### src/rtl/jsu_pkg.sv
`default_nettype none
// ----------------------------------------------------------------------------
// jsu_pkg
// Types and constants shared by the JSON string unescaper.
// ----------------------------------------------------------------------------
package jsu_pkg;

	localparam int JOB_BYTES = 6;

	typedef struct packed {
		logic       func;
		logic [7:0] in_byte;
	} in_t;

	typedef struct packed {
		logic [7:0] out_byte;
		logic       has_byte;
		logic       string_done;
		logic       last;
	} out_t;

	// One input word's worth of decoded bytes
	typedef struct packed {
		logic [JOB_BYTES-1:0][7:0] bytes;
		logic [2:0]                cnt;
		logic                      done;
	} job_t;

endpackage : jsu_pkg
`default_nettype wire

### src/rtl/jsu_front.sv
`default_nettype none
// ----------------------------------------------------------------------------
// jsu_front
// Escape decoder: tracks the escape state, builds the UTF-8 bytes of each word.
// ----------------------------------------------------------------------------
module jsu_front
	import jsu_pkg::*;
(
	input  wire logic clk,
	input  wire logic arst_n,
	input  wire logic take,
	input  wire in_t  word,
	output job_t      job,
	output logic      job_nonempty
);

	localparam logic [2:0] M_NORMAL   = 3'd0;
	localparam logic [2:0] M_ESC      = 3'd1;
	localparam logic [2:0] M_HEX1     = 3'd2;
	localparam logic [2:0] M_HIGH     = 3'd3;
	localparam logic [2:0] M_HIGH_BSL = 3'd4;
	localparam logic [2:0] M_HEX2     = 3'd5;

	localparam logic [7:0] CH_QUOTE = 8'h22;
	localparam logic [7:0] CH_BSL   = 8'h5C;
	localparam logic [7:0] CH_U     = 8'h75;

	typedef struct packed {
		logic [3:0][7:0] b;
		logic [2:0]      len;
	} enc_t;

	function automatic enc_t utf8_enc(input logic [20:0] cp);
		enc_t e;
		e = '0;
		if (cp <= 21'h7F) begin
			e.b[0] = cp[7:0];
			e.len  = 3'd1;
		end else if (cp <= 21'h7FF) begin
			e.b[0] = 8'hC0 | {3'b000, cp[10:6]};
			e.b[1] = 8'h80 | {2'b00, cp[5:0]};
			e.len  = 3'd2;
		end else if (cp <= 21'hFFFF) begin
			e.b[0] = 8'hE0 | {4'h0, cp[15:12]};
			e.b[1] = 8'h80 | {2'b00, cp[11:6]};
			e.b[2] = 8'h80 | {2'b00, cp[5:0]};
			e.len  = 3'd3;
		end else begin
			e.b[0] = 8'hF0 | {5'h00, cp[20:18]};
			e.b[1] = 8'h80 | {2'b00, cp[17:12]};
			e.b[2] = 8'h80 | {2'b00, cp[11:6]};
			e.b[3] = 8'h80 | {2'b00, cp[5:0]};
			e.len  = 3'd4;
		end
		return e;
	endfunction

	function automatic logic [3:0] nibble_val(input logic [7:0] c);
		logic [3:0] d;
		d = 4'h0;
		if (c >= 8'h30 && c <= 8'h39)      d = 4'(c - 8'h30);
		else if (c >= 8'h61 && c <= 8'h66) d = 4'(c - 8'h57);
		else if (c >= 8'h41 && c <= 8'h46) d = 4'(c - 8'h37);
		return d;
	endfunction

	function automatic logic [7:0] esc_char(input logic [7:0] c);
		logic [7:0] r;
		unique case (c)
			8'h62:   r = 8'h08;
			8'h66:   r = 8'h0C;
			8'h6E:   r = 8'h0A;
			8'h72:   r = 8'h0D;
			8'h74:   r = 8'h09;
			default: r = c;
		endcase
		return r;
	endfunction

	logic [2:0]  mode_q, mode_d;
	logic [1:0]  hcnt_q, hcnt_d;
	logic [15:0] hval_q, hval_d;
	logic [15:0] high_q, high_d;

	logic        v0, v1, vr, done;
	logic [20:0] cp0;
	logic [15:0] cp1;
	logic [7:0]  raw;
	logic [7:0]  b;
	logic [15:0] nv;
	logic        full4;
	enc_t        e0, e1;
	logic [2:0]  l0, l1, kk, j;

	assign b     = word.in_byte;
	assign nv    = {hval_q[11:0], nibble_val(b)};
	assign full4 = (hcnt_q == 2'd3);

	always_comb begin
		mode_d = mode_q;
		hcnt_d = hcnt_q;
		hval_d = hval_q;
		high_d = high_q;
		v0     = 1'b0;
		v1     = 1'b0;
		vr     = 1'b0;
		done   = 1'b0;
		cp0    = '0;
		cp1    = '0;
		raw    = b;
		if (word.func) begin
			done = 1'b1;
			unique case (mode_q)
				M_HEX1: begin
					v0  = 1'b1;
					cp0 = {5'h00, hval_q};
				end
				M_HIGH, M_HIGH_BSL: begin
					v0  = 1'b1;
					cp0 = {5'h00, high_q};
				end
				M_HEX2: begin
					v0  = 1'b1;
					cp0 = {5'h00, high_q};
					v1  = 1'b1;
					cp1 = hval_q;
				end
				default: ;
			endcase
		end else begin
			unique case (mode_q)
				M_ESC, M_HIGH_BSL: begin
					if (mode_q == M_HIGH_BSL && b != CH_U) begin
						v0  = 1'b1;
						cp0 = {5'h00, high_q};
					end
					if (b == CH_U) begin
						mode_d = (mode_q == M_ESC) ? M_HEX1 : M_HEX2;
						hcnt_d = 2'd0;
						hval_d = 16'h0000;
					end else begin
						mode_d = M_NORMAL;
						vr     = 1'b1;
						raw    = esc_char(b);
					end
				end
				M_HEX1: begin
					hval_d = nv;
					if (!full4) begin
						hcnt_d = hcnt_q + 2'd1;
					end else if (nv >= 16'hD800 && nv <= 16'hDBFF) begin
						high_d = nv;
						mode_d = M_HIGH;
					end else begin
						v0     = 1'b1;
						cp0    = {5'h00, nv};
						mode_d = M_NORMAL;
					end
				end
				M_HEX2: begin
					hval_d = nv;
					if (!full4) begin
						hcnt_d = hcnt_q + 2'd1;
					end else begin
						mode_d = M_NORMAL;
						v0     = 1'b1;
						if (nv >= 16'hDC00 && nv <= 16'hDFFF) begin
							cp0 = 21'h10000 + {1'b0, high_q[9:0], nv[9:0]};
						end else begin
							cp0 = {5'h00, high_q};
							v1  = 1'b1;
							cp1 = nv;
						end
					end
				end
				default: begin
					// Normal text, or the byte that follows a completed high surrogate
					if (mode_q == M_HIGH && b == CH_BSL) begin
						mode_d = M_HIGH_BSL;
					end else begin
						if (mode_q == M_HIGH) begin
							v0  = 1'b1;
							cp0 = {5'h00, high_q};
						end
						mode_d = M_NORMAL;
						if (b == CH_QUOTE)    done   = 1'b1;
						else if (b == CH_BSL) mode_d = M_ESC;
						else                  vr     = 1'b1;
					end
				end
			endcase
		end
		if (done) begin
			mode_d = M_NORMAL;
			hcnt_d = 2'd0;
			hval_d = 16'h0000;
			high_d = 16'h0000;
		end
	end

	assign e0 = utf8_enc(cp0);
	assign e1 = utf8_enc({5'h00, cp1});
	assign l0 = v0 ? e0.len : 3'd0;
	assign l1 = v1 ? e1.len : 3'd0;

	always_comb begin
		job.done = done;
		job.cnt  = l0 + l1 + {2'b00, vr};
		kk       = 3'd0;
		j        = 3'd0;
		for (int k = 0; k < JOB_BYTES; k++) begin
			kk = 3'(k);
			j  = kk - l0;
			if (kk < l0)     job.bytes[k] = e0.b[kk[1:0]];
			else if (j < l1) job.bytes[k] = e1.b[j[1:0]];
			else             job.bytes[k] = raw;
		end
	end

	assign job_nonempty = (job.cnt != 3'd0) || done;

	always_ff @(posedge clk or negedge arst_n) begin
		if (!arst_n) begin
			mode_q <= M_NORMAL;
			hcnt_q <= 2'd0;
			hval_q <= 16'h0000;
			high_q <= 16'h0000;
		end else if (take) begin
			mode_q <= mode_d;
			hcnt_q <= hcnt_d;
			hval_q <= hval_d;
			high_q <= high_d;
		end
	end

endmodule : jsu_front
`default_nettype wire

### src/rtl/jsu_queue.sv
`default_nettype none
// ----------------------------------------------------------------------------
// jsu_queue
// Short register queue of decoded jobs between decoder and serialiser.
// ----------------------------------------------------------------------------
module jsu_queue
	import jsu_pkg::*;
#(
	parameter int DEPTH = 4
) (
	input  wire logic clk,
	input  wire logic arst_n,
	input  wire logic push,
	input  wire job_t push_job,
	output logic      full,
	input  wire logic pop,
	output logic      head_valid,
	output job_t      head_job
);

	localparam int PW = $clog2(DEPTH);
	localparam int CW = $clog2(DEPTH + 1);

	job_t          mem_q [DEPTH];
	logic [PW-1:0] wr_q, rd_q;
	logic [CW-1:0] cnt_q;
	logic          do_push, do_pop;

	assign full       = (cnt_q == CW'(DEPTH));
	assign head_valid = (cnt_q != '0);
	assign head_job   = mem_q[rd_q];
	assign do_push    = push && !full;
	assign do_pop     = pop && head_valid;

	always_ff @(posedge clk) begin
		if (do_push) mem_q[wr_q] <= push_job;
	end

	always_ff @(posedge clk or negedge arst_n) begin
		if (!arst_n) begin
			wr_q  <= '0;
			rd_q  <= '0;
			cnt_q <= '0;
		end else begin
			if (do_push) wr_q <= (wr_q == PW'(DEPTH - 1)) ? '0 : wr_q + PW'(1);
			if (do_pop)  rd_q <= (rd_q == PW'(DEPTH - 1)) ? '0 : rd_q + PW'(1);
			if (do_push && !do_pop)      cnt_q <= cnt_q + CW'(1);
			else if (do_pop && !do_push) cnt_q <= cnt_q - CW'(1);
		end
	end

endmodule : jsu_queue
`default_nettype wire

### src/rtl/jsu_back.sv
`default_nettype none
// ----------------------------------------------------------------------------
// jsu_back
// Serialiser: job bytes to the output register, one word per cycle when ready.
// ----------------------------------------------------------------------------
module jsu_back
	import jsu_pkg::*;
(
	input  wire logic clk,
	input  wire logic arst_n,
	input  wire logic head_valid,
	input  wire job_t head_job,
	output logic      pop,
	output logic      utf_valid,
	input  wire logic utf_ready,
	output out_t      utf_word
);

	logic [2:0] idx_q;
	logic       ov_q;
	out_t       word_q;
	logic       adv, fin;
	out_t       nxt;

	assign adv = head_valid && (!ov_q || utf_ready);
	assign fin = (head_job.cnt == 3'd0) || (idx_q == head_job.cnt - 3'd1);
	assign pop = adv && fin;

	always_comb begin
		nxt.has_byte    = (head_job.cnt != 3'd0);
		nxt.out_byte    = nxt.has_byte ? head_job.bytes[idx_q] : 8'h00;
		nxt.string_done = head_job.done && fin;
		nxt.last        = fin;
	end

	always_ff @(posedge clk) begin
		if (adv) word_q <= nxt;
	end

	always_ff @(posedge clk or negedge arst_n) begin
		if (!arst_n) begin
			idx_q <= 3'd0;
			ov_q  <= 1'b0;
		end else begin
			if (adv)            ov_q <= 1'b1;
			else if (utf_ready) ov_q <= 1'b0;
			if (adv) idx_q <= fin ? 3'd0 : idx_q + 3'd1;
		end
	end

	assign utf_valid = ov_q;
	assign utf_word  = word_q;

endmodule : jsu_back
`default_nettype wire

### src/rtl/json_string_unescape_utf8_top.sv
`default_nettype none
// ----------------------------------------------------------------------------
// json_string_unescape_utf8_top
// JSON string body unescaper with UTF-8 output.
// ----------------------------------------------------------------------------
// Takes one escaped string byte (or an end-of-source word) per cycle and
// returns the decoded bytes, one output word per cycle while the output is
// accepted, the final word of each input marked with last. The decoder takes
// a new input word every cycle while the job queue has room; each input word
// yields one output word per decoded byte (one word with no byte when it yields
// none but ends the string, none when it yields nothing), so sustained rate is
// one input per cycle for plain text and up to six output words per input
// where a surrogate pair or unpaired value is flushed. The output serialiser
// sets the pace; QUEUE_DEPTH jobs of slack sit between the two sides.
// ----------------------------------------------------------------------------
module json_string_unescape_utf8_top
	import jsu_pkg::*;
#(
	parameter int QUEUE_DEPTH = 4
) (
	input  wire logic clk,
	input  wire logic arst_n,
	input  wire logic esc_valid,
	output logic      esc_ready,
	input  wire in_t  esc_word,
	output logic      utf_valid,
	input  wire logic utf_ready,
	output out_t      utf_word
);

	job_t job, head_job;
	logic job_nonempty, full, head_valid, pop, take;

	assign esc_ready = !full;
	assign take      = esc_valid && esc_ready;

	jsu_front u_front (
		.clk          (clk),
		.arst_n       (arst_n),
		.take         (take),
		.word         (esc_word),
		.job          (job),
		.job_nonempty (job_nonempty)
	);

	jsu_queue #(
		.DEPTH (QUEUE_DEPTH)
	) u_queue (
		.clk        (clk),
		.arst_n     (arst_n),
		.push       (take && job_nonempty),
		.push_job   (job),
		.full       (full),
		.pop        (pop),
		.head_valid (head_valid),
		.head_job   (head_job)
	);

	jsu_back u_back (
		.clk        (clk),
		.arst_n     (arst_n),
		.head_valid (head_valid),
		.head_job   (head_job),
		.pop        (pop),
		.utf_valid  (utf_valid),
		.utf_ready  (utf_ready),
		.utf_word   (utf_word)
	);

endmodule : json_string_unescape_utf8_top
`default_nettype wire

### config.mk
export PLATFORM = sky130hd
export DESIGN_NAME = json_string_unescape_utf8_top
export DESIGN_NICKNAME = d
export VERILOG_FILES = /design/src/rtl/jsu_pkg.sv /design/src/rtl/jsu_front.sv /design/src/rtl/jsu_queue.sv /design/src/rtl/jsu_back.sv /design/src/rtl/json_string_unescape_utf8_top.sv
export SDC_FILE = /design/constraint.sdc
export NUM_CORES = 1
export LEC_CHECK = 0
export BUFFER_PORTS_ARGS = -buffer_cell sky130_fd_sc_hd__buf_4
export CAP_MARGIN = 10
export CELL_PAD_IN_SITES_DETAIL_PLACEMENT = 1
export CELL_PAD_IN_SITES_GLOBAL_PLACEMENT = 2
export CORE_ASPECT_RATIO = 0.9
export CORE_UTILIZATION = 33
export CTS_CLUSTER_DIAMETER = 150
export CTS_CLUSTER_SIZE = 16
export DETAILED_ROUTE_END_ITERATION = 16
export HOLD_SLACK_MARGIN = 0.12
export PLACE_DENSITY_LB_ADDON = 0.1
export REMOVE_ABC_BUFFERS = 1
export SYNTH_ARGS = -nofsm -noshare
export SYNTH_HDL_FRONTEND = slang
export SYNTH_HIERARCHICAL = 1
export SYNTH_SLANG_ARGS = --single-unit
### constraint.sdc
create_clock -name clk -period 16.05 [get_ports clk]
set_clock_uncertainty 0.15 [all_clocks]
set_input_delay 4.815 -clock clk [delete_from_list [all_inputs] [get_ports clk]]
set_output_delay 4.815 -clock clk [all_outputs]
set_load 0.03 [all_outputs]
==> results of run 1 <==
worst register-to-register path: stages (launching register included):
cell and delay [ns]:
dfrtp_1 0.72, nand4b_1 0.74, o21ai_0 0.41, a21o_1 0.18
a32o_1 0.31, and4_1 0.47, o31ai_4 0.25, nor2_4 0.42
inv_2 0.31, fa_1 0.50, fa_1 0.38, xor2_1 0.36
or4_1 0.16, and3b_1 0.16, nor2b_2 0.26, and2_2 0.19
buf_4 0.62
placed cells by master (no fill, tap or decap), types with 35 or more instances in the layout:
cell type  instances
edfxtp_1         219
nand2_1          149
o21ai_0          111
a21oi_1           84
nor2_1            80
mux4_2            56
buf_4             47
dfrtp_1           46
inv_1             35
nand3_1           35
where the power goes:
group	switching, mW	internal [mW]
logic	0.444	0.314
clock network	0.242	0.245
registers	0.0548	0.922
total	0.741	1.48
path summary, 6_finish.rpt:
path | to | slack (ns) | from | depth (start not counted)
worst max-delay path | u_queue/mem_q[1][38] | 5.37 | esc_word[0] | 19
worst min-delay path | u_front/hcnt_q[1] | 0.36 | u_front/hcnt_q[1] | 1
worst max register to register | u_queue/mem_q[1][38] | 8.99 | u_front/hval_q[8] | 16
worst min register to register | u_front/hcnt_q[1] | 0.36 | u_front/hcnt_q[1] | 1
max in group asynchronous | u_queue/rd_q[0] | 11.01 | arst_n | 1
min in group asynchronous | u_front/hcnt_q[0] | 4.17 | arst_n | 1
state kept, by name (all words and copies together) (netlist names):
name	flops
u_queue/rd_q	2
u_front/mode_q	3
u_front/hval_q	16
u_queue/mem_q	208
u_queue/cnt_q	3
u_back/utf_valid	1
u_back/idx_q	3
u_front/high_q	16
u_queue/wr_q	2
u_front/hcnt_q	2
u_back/utf_word	11
layout make-up:
class,count,area (um2),area share [%]
sequential,267,7780,46.6
clock inverter,1,6.26,0.0375
inverter,39,146,0.876
timing repair buffer,47,353,2.11
tap,616,771,4.61
clock buffer,35,578,3.46
multi-input combinational,947,7070,42.3
kinds of logic (layout without fill, tap and decap cells):
kind of cell / count (synthesis) / count (layout) / synth area share (%)
adder cells (fa/ha/maj): 30 / 30 / 2.54
AO/OA/AOI/OAI: 401 / 401 / 17.4
buffers and inverters: 133 / 122 / 5.20
XOR/XNOR: 13 / 13 / 0.896
flip-flops: 267 / 267 / 49.7
multiplexers: 92 / 92 / 10.8
AND/OR/NAND/NOR: 411 / 411 / 13.5
stage by stage:
step                instances  total power, mW
floorplan                1253             1.51
global placement         1916             1.76
detailed placement       1916             1.77
CTS                      1952             2.26
global route             1952             2.33
finish                   1952             2.22
per-layer routing:
| layer | GRT usage [%] | vias to the layer above |
|---|---|---|
| li1 | - | 5157 |
| met1 | 34.4 | 5964 |
| met2 | 34.5 | 283 |
| met3 | 1.87 | 47 |
| met4 | 4.17 | 0 |
| met5 | 0 | - |
==> metrics.cfg, run 1 <==
[yosys]
synthArstFlopShare_pct = 18.0
yosysTopAreaCell = edfxtp_1
ys_warn_count = 6
netlist_area_um2 = 15600
yosysMostFrequentCell = edfxtp_1
ys_top_cells_by_count = edfxtp_1, nand2_1, o21ai_0, a21oi_1, nor2_1
synth_edf_count = 219
syn_avg_cell_area_um2 = 11.6
syn_inst = 1347
synth_cell_type_count = 114
ys_top_cells_by_area = edfxtp_1, mux4_2, dfrtp_1
synth_top_area_share_pct = 42.0
synth-main-ff-cell = edfxtp_1
seq_area_frac_synth_pct = 49.7
yosys_register_bits = 267

[route]
wire_per_inst_um = 27.7
wl_um = 54200
dr.pass1.iters = 5
ant_nets = 0
viasPerCell = 5.87
drc = 0
topRoutingLayerUsed = met4
drtIter0Drc = 806
wl_met1_um = 26900
vias = 11500
met2WireLength_um = 24300
route.met3.wl_um = 2010

[cells_and_area]
fin_util_pct = 35.7
nets = 1365
drive_above_1_share_pct = 14.7
post-route-cell-area_um2 = 16700
fill_cells = 5056
diodes = 0
area_growth_pct = 6.76

[clocking]
htreeDepth = 1
clk_pin_slew_ns = 0.07
post-cts-setup-buffer-count = 0
worst_skew_pair.late_latency_ns = 0.53
cts_hold_buf = 0
clock_sinks = 267
cts-root-buf = clkbuf_16
cts_buffer_depth = 3
cts_buffers = 20
cts_resized = 0
cts_tree = built

[critical_path]
critPathMaxStageDelay_ns = 0.62
worst-setup-path-type = in -> reg
critPathRequiredTime_ns = 16.05
cp_top_family = simple AND/OR/NAND/NOR gates
worstPathArrival_ns = 10.68
cp_max_fo = 52
cpMaxStageDelayCell = buf_4
path_buf_inv = 4
cp-start-kind = primary input
crit_chain = buf_4 -> inv_1 -> ha_1 -> nand3b_1 -> o21ba_1 -> a211oi_1 -> o211a_1 -> and4_1 -> o31ai_4 -> nor2_4 -> inv_2 -> fa_1 -> fa_1 -> xor2_1 -> or4_1 -> and3b_1 -> nor2b_2 -> and2_2 -> buf_4
end_kind = flop

[sta]
whs_ns = 0.357
fin_ws_ns = 5.37
max_slew.worst_pin.slew_ns = 1.12
period_share_pct = 66.5
rsz0062_at_grt = no
hold_viol_final = 0
setup_viol = 0
drv_slew = 0
max_freq_ghz = 0.0936
tns_ns = 0
min_period_ns = 10.68
slew-limit-headroom_pct = 24.8

[power_and_ir_drop]
p_leak_nw = 5.49
power_density_nw_per_um2 = 133
vdd_drop_max_mv = 0.0922

[grt]
grt_pass1_vias = 11500
globalRouteOverflowTotal = 0
grt_pass1_wl_um = 80600
antenna_found_initial = 1
grt_max_degree = 56
grt.total_usage_pct = 22.4

[run_status]
status = finished, final reports clean

[floorplanning]
die_h_um = 209
io_pins = 26
rows = 75
core_um2 = 46700
die_area_um2 = 48300
start_util_pct = 33.5
die_w_um = 232

[place]
portBuffers = 25
gp_congestion = 0.877
placed_cell_area_um2 = 16100
post-place-ws_ns = 4.94
hpwl_um = 38900

[min_path]
hold_class = reg -> reg

[run]
maxCapViolCount = 0

(Power assumes the default switching activity.)
==> run 2, diff against run 1 <==
--- a/config.mk
+++ b/config.mk
@@ -5,6 +5,7 @@
 export SDC_FILE = /design/constraint.sdc
 export NUM_CORES = 1
 export LEC_CHECK = 0
+export ABC_AREA = 1
 export BUFFER_PORTS_ARGS = -buffer_cell sky130_fd_sc_hd__buf_4
 export CAP_MARGIN = 10
 export CELL_PAD_IN_SITES_DETAIL_PLACEMENT = 1
==> constraint.sdc (replaced) <==
create_clock -name clk -period 9.9 [get_ports clk]
set_clock_uncertainty 0.15 [all_clocks]
set_input_delay 2.97 -clock clk [delete_from_list [all_inputs] [get_ports clk]]
set_output_delay 2.97 -clock clk [all_outputs]
set_load 0.03 [all_outputs]
==> metrics.cfg, run 2 <==
[critical_path]
cp_max_fo = 38  ; -27%
cp-start-kind = primary input
ff2ff_path_depth = 26  ; +10
worst_r2r_endpoint = u_queue/mem_q[1][27]
critPathRequiredTime_ns = 9.98  ; -6.07 ns
worstPathArrival_ns = 8.57  ; -2.11 ns
r2r-start = u_front/mode_q[2]
worst-setup-path-type = in -> reg
reg2reg_setup_slack_ns = 2.91  ; -6.08 ns
end_kind = flop

[sta]
max_freq_ghz = 0.118
setup_viol = 0  ; unchanged
rsz0062_at_grt = no
fin_ws_ns = 1.40  ; -3.97 ns
whs_ns = 0.333  ; -0.0245 ns
drv_slew = 0  ; unchanged
tns_ns = 0  ; unchanged
period_share_pct = 85.8
slew-limit-headroom_pct = 21.5  ; -3.3 points
min_period_ns = 8.50
hold_viol_final = 0  ; unchanged
max_slew.worst_pin.slew_ns = 1.17  ; +0.0551 ns

[yosys]
synth-main-ff-cell = edfxtp_1
syn_inst = 1967  ; +46%
ys_warn_count = 6  ; unchanged
yosys_register_bits = 267  ; unchanged
yosysTopAreaCell = edfxtp_1
seq_area_frac_synth_pct = 48.1  ; -1.6 points
synthArstFlopShare_pct = 18.0  ; unchanged
synth_edf_count = 219  ; unchanged
ys_top_cells_by_area = edfxtp_1, nand2_1, dfrtp_1
syn_avg_cell_area_um2 = 8.22  ; -29%
ys_top_cells_by_count = nand2_1, inv_1, edfxtp_1, nand3_1, o211ai_1
synth_cell_type_count = 55  ; -52%
netlist_area_um2 = 16200  ; +3.3%
yosysMostFrequentCell = nand2_1
synth_top_area_share_pct = 40.7  ; -1.3 points

[place]
hpwl_um = 41700  ; +7.0%
post-place-ws_ns = 1.02  ; -3.92 ns
gp_congestion = 0.889  ; +1.3%
dp.cells = 2559  ; +34%
placed_cell_area_um2 = 17000  ; +5.7%
portBuffers = 25  ; unchanged

[grt]
grt_pass1_wl_um = 87500  ; +8.6%
antenna_found_initial = 1  ; unchanged
grt_pass1_vias = 13800  ; +20%
globalRouteOverflowTotal = 0  ; unchanged
grt.total_usage_pct = 23.2  ; +0.81 points
grt_max_degree = 89  ; +59%

[power_and_ir_drop]
p_leak_nw = 7.37  ; +34%
power_density_nw_per_um2 = 216  ; +62%
vdd_drop_max_mv = 0.120  ; +30%

[clocking]
cts_hold_buf = 0  ; unchanged
cts-root-buf = clkbuf_16
cts_tree = built
worst_skew_pair.late_latency_ns = 0.55  ; +0.02 ns
cts_buffer_depth = 3  ; unchanged
cts_buffers = 20  ; unchanged
clock_sinks = 267  ; unchanged
cts_resized = 0  ; unchanged
post-cts-setup-buffer-count = 0  ; unchanged
htreeDepth = 1  ; unchanged
clk_pin_slew_ns = 0.09  ; +0.02 ns

[cells_and_area]
diodes = 0  ; unchanged
regMostFlops = u_queue/mem_q
drive_above_1_share_pct = 8.83  ; -5.8 points
final_cells = 2595  ; +33%
final_cell_mix = nand2_1, inv_1, edfxtp_1
top_regs = u_queue/mem_q x208, u_front/high_q x16, u_front/hval_q x16
largest_reg_flops = 208  ; unchanged
fill_cells = 5743  ; +14%
area_growth_pct = 8.95
mostFrequentLayoutCell = nand2_1
post-route-cell-area_um2 = 17600  ; +5.4%
nets = 2000  ; +47%

[route]
wl_um = 57100  ; +5.5%
viasPerCell = 5.27  ; -10%
ant_nets = 0  ; unchanged
drc = 0  ; unchanged
drtIter0Drc = 920  ; +14%
wire_per_inst_um = 22.0  ; -21%
vias = 13700  ; +19%
dr.pass1.iters = 5  ; unchanged

[floorplanning]
rows = 76  ; +1.3%
core_um2 = 48100  ; +3.0%
die_w_um = 235  ; +1.6%
die_h_um = 212  ; +1.6%
start_util_pct = 33.6  ; +0.11 points
die_area_um2 = 49900  ; +3.3%
io_pins = 26  ; unchanged

[run_status]
status = finished, final reports clean

[min_path]
hold_end = u_front/hcnt_q[0]
worstHoldStart = u_front/hcnt_q[0]
hold_class = reg -> reg
whs_path_depth = 1  ; unchanged

[run]
maxCapViolCount = 0  ; unchanged

[run 2: changes by cell type after synthesis, moves of 15 or more]
cell      delta
o21ai_0     -18
nand2_1    +358
clkbuf_1    -17
o211ai_1   +102
inv_2       +19
nand2_2     +15
nand3_1    +158
a21oi_1     -25
mux4_2      -56
a31oi_1     -18
mux2i_1     -25
buf_2       +29
inv_1      +270
[run 2: layer usage]
metal / global-route usage [%] / share of wire, % / vias up
li1: - / - / 6559
met1: 33.3 / 49 / 6801
met2: 37.8 / 45 / 249
met3: 2.36 / 3.8 / 57
met4: 5.12 / 2.0 / 0
met5: 0 / 0 / -
[run 2: final cells by class]
type | count | area [um2] | area share, %
repair buffers | 62 | 566 | 3.21
well taps | 624 | 781 | 4.43
clock inverters | 2 | 22.5 | 0.128
clock buffers | 34 | 553 | 3.14
flip-flops and latches | 267 | 7780 | 44.2
multi-input cells | 1276 | 6660 | 37.8
inverters | 330 | 1240 | 7.06
[run 2: cell families (layout without fill, tap and decap cells)]
kind of cell    count (synthesis)  count (layout)  share of synthesized area (%)
simple gates                  887             887                           24.3
buf+inv                       424             428                           10.9
compound gates                355             355                           14.0
flops                         267             267                           48.1
fa+ha+maj                      30              30                           2.46
xor+xnor                        4               4                          0.217
[run 2: worst max-delay path, stage by stage]
cell and delay (ns):
buf_4 0.13, inv_1 0.13, ha_1 0.26, nand3_1 0.18, nand2_1 0.54, nand2_1 0.11, nand2_1 0.12, nor2_1 0.07
a21oi_2 0.20, nand2_1 0.12, nor2_4 0.14, nand2_4 0.12, nand2_4 0.18, nand2_4 0.16, nand2_8 0.27, inv_2 0.20
ha_1 0.78, inv_1 0.14, ha_1 0.31, a21oi_1 0.13, o21ai_0 0.11, a21oi_2 0.67, nand3_1 0.16, nand2_1 0.11
o21ai_0 0.19
[run 2: how the worst max path moves through the flow]
stage / from / to / slack (ns) / cells after the start
CTS: esc_word[0] / u_queue/mem_q[1][27] / 1.59 / 25
detailed placement: esc_word[0] / u_queue/mem_q[3][27] / 1.02 / 25
global placement: esc_word[0] / u_queue/mem_q[3][27] / 1.14 / 25
global route: esc_word[0] / u_queue/mem_q[1][27] / 0.97 / 25
floorplan: esc_word[0] / u_queue/mem_q[0][0] / 0.53 / 22
finish: esc_word[0] / u_queue/mem_q[1][27] / 1.40 / 25
[run 2: per-stage QoR]
stage | util [%] | power (mW)
after detailed placement | 35.4 | 3.07
after floorplan | - | 2.53
final | 36.6 | 3.80
after CTS | 36.6 | 3.88
after global placement | 35.4 | 3.04
after global routing | 36.6 | 4.08
[run 2: power breakdown]
part	switching (mW)	leakage [nW]	internal (mW)
Clock	0.409	0.274	0.384
Combinational	0.988	4.44	0.435
Sequential	0.0941	2.66	1.50
==> run 3, diff against run 2 <==
--- a/config.mk
+++ b/config.mk
@@ -12,6 +12,7 @@
 export CELL_PAD_IN_SITES_GLOBAL_PLACEMENT = 2
 export CORE_ASPECT_RATIO = 0.9
 export CORE_UTILIZATION = 33
+export CTS_BUF_LIST = sky130_fd_sc_hd__clkbuf_4 sky130_fd_sc_hd__clkbuf_8
 export CTS_CLUSTER_DIAMETER = 150
 export CTS_CLUSTER_SIZE = 16
 export DETAILED_ROUTE_END_ITERATION = 16
==> metrics.cfg, run 3 (synthesized netlist as in run 2, its figures left out) <==
[place]
hpwl_um = 41700  ; unchanged
dp.cells = 2559  ; unchanged
portBuffers = 25  ; unchanged
gp_congestion = 0.889  ; unchanged

[clocking]
cts-root-buf = clkbuf_8
cts_tree = built
cts_buffers = 20  ; unchanged
cts_buffer_depth = 3  ; unchanged
worst_skew_pair.late_latency_ns = 0.61  ; +0.06 ns
clk_pin_slew_ns = 0.13  ; +0.04 ns
cts_resized = 0  ; unchanged
clock_sinks = 267  ; unchanged
post-cts-setup-buffer-count = 0  ; unchanged
htreeDepth = 1  ; unchanged
cts_hold_buf = 0  ; unchanged

[route]
vias = 13600  ; -0.21%
wl_um = 57100  ; about the same
dr.pass1.iters = 5  ; unchanged
viasPerCell = 5.26  ; -0.21%
wire_per_inst_um = 22.0  ; about the same
drc = 0  ; unchanged
drtIter0Drc = 856  ; -7.0%
ant_nets = 0  ; unchanged

[power_and_ir_drop]
internal_power_mw = 2.17  ; -6.0%
power_density_nw_per_um2 = 209  ; -3.3%
vdd_drop_max_mv = 0.118  ; -0.92%
pwr-share-comb_pct = 39.1  ; +1.7 points
p_switching_mw = 1.47  ; -1.7%
p_sw_share_pct = 40.3  ; +1.1 points
p_leak_nw = 7.31  ; -0.78%
power_frac_clock_pct = 17.3  ; -3.5 points
seqPwrFrac_pct = 43.6  ; +1.8 points

[cells_and_area]
largest_reg_flops = 208  ; unchanged
mostFrequentLayoutCell = nand2_1
final_cells = 2595  ; unchanged
diodes = 0  ; unchanged
fin_util_pct = 36.2  ; -0.37 points
regMostFlops = u_queue/mem_q
area_growth_pct = 7.83
fill_cells = 5769  ; +0.45%
nets = 2000  ; unchanged
top_regs = u_queue/mem_q x208, u_front/high_q x16, u_front/hval_q x16
drive_above_1_share_pct = 9.54  ; +0.71 points
final_cell_mix = nand2_1, inv_1, edfxtp_1

[floorplanning]
rows = 76  ; unchanged
die_area_um2 = 49900  ; unchanged
core_um2 = 48100  ; unchanged
die_h_um = 212  ; unchanged
die_w_um = 235  ; unchanged
start_util_pct = 33.6  ; unchanged
io_pins = 26  ; unchanged

[sta]
rsz0062_at_grt = no
hold_viol_final = 0  ; unchanged
tns_ns = 0  ; unchanged
slew-limit-headroom_pct = 19.3  ; -2.2 points
period_share_pct = 85.3  ; -0.50 points
max_slew.worst_pin.slew_ns = 1.21  ; +0.0322 ns
drv_slew = 0  ; unchanged
min_period_ns = 8.45  ; -0.0498 ns
setup_viol = 0  ; unchanged
max_freq_ghz = 0.118  ; +0.59%

[critical_path]
crit_start = esc_word[0]
cp-start-kind = primary input
worstPathArrival_ns = 8.58  ; about the same
cp_common_cell = nand2_1
cp_max_fo = 38  ; unchanged
critPathRequiredTime_ns = 10.04  ; +0.06 ns
cp_top_family = simple AND/OR/NAND/NOR gates
end_kind = flop
worst-setup-path-type = in -> reg
path_buf_inv = 4  ; unchanged
critPathMaxStageDelay_ns = 0.80  ; +0.02 ns
cpMaxStageDelayCell = ha_1
r2r-start = u_front/mode_q[2]

[grt]
globalRouteOverflowTotal = 0  ; unchanged
grt_pass1_vias = 13800  ; -0.10%
grt.total_usage_pct = 23.2  ; -0.046 points
antenna_found_initial = 1  ; unchanged
grt_max_degree = 89  ; unchanged
grt_pass1_wl_um = 87400  ; -0.18%

[min_path]
hold_class = reg -> reg
worstHoldStart = u_front/hcnt_q[0]

[run_status]
status = finished, final reports clean

[run]
maxCapViolCount = 0  ; unchanged

-- run 3: changes by cell type in the layout (fill, tap and decap cells not counted), sizes merged --
cell,change
clkinv,-1
inv,+1
-- run 3: worst paths after layout --
check / to / slack [ns] / cells after the start
min in group asynchronous: u_front/hval_q[3] / 2.24 / 1
hold reg to reg: u_front/hcnt_q[0] / 0.34 / 1
hold / removal: u_front/hcnt_q[0] / 0.34 / 1
setup reg to reg: u_queue/mem_q[1][27] / 2.91 / 26
max in group asynchronous: u_queue/rd_q[0] / 6.79 / 1
setup / recovery: u_queue/mem_q[1][27] / 1.45 / 25
-- run 3: power groups by stage --
| stage | clock, mW | sequential [mW] | combinational [mW] |
|---|---|---|---|
| 2_1_floorplan | 0 | 1.74 | 0.789 |
| 3_3_place_gp | 0 | 1.61 | 1.43 |
| 3_5_place_dp | 0 | 1.62 | 1.45 |
| 4_1_cts | 0.665 | 1.59 | 1.46 |
| 5_1_grt | 0.701 | 1.61 | 1.60 |
| 6_report | 0.630 | 1.59 | 1.42 |
-- run 3: through the flow --
stage / hold WS (ns) / worst slack [ns] / instance area, um2 / power (mW)
CTS: 0.342 / 1.67 / 17400 / 3.71
global route: 0.364 / 1.04 / 17400 / 3.91
floorplan: 0.296 / 0.534 / 15600 / 2.53
finish: 0.338 / 1.45 / 17400 / 3.64
global placement: 0.322 / 1.14 / 17000 / 3.04
detailed placement: 0.324 / 1.02 / 17000 / 3.07
-- run 3: cell type report --
type	count	area, um2	area share [%]
sequential	267	7780	44.7
multi-input combinational	1276	6660	38.2
inverter	330	1240	7.14
tap	624	781	4.48
timing repair buffer	62	566	3.24
clock buffer	34	380	2.18
clock inverter	2	15.0	0.0861
-- run 3: layer usage --
layer  wire, um  vias up  global-route usage (%)
met4       1170        0                    4.87
met2      26000      252                    37.8
met3       1910       53                    2.22
li1           -     6547                       -
met1      28100     6785                    33.3
met5          0        -                       0
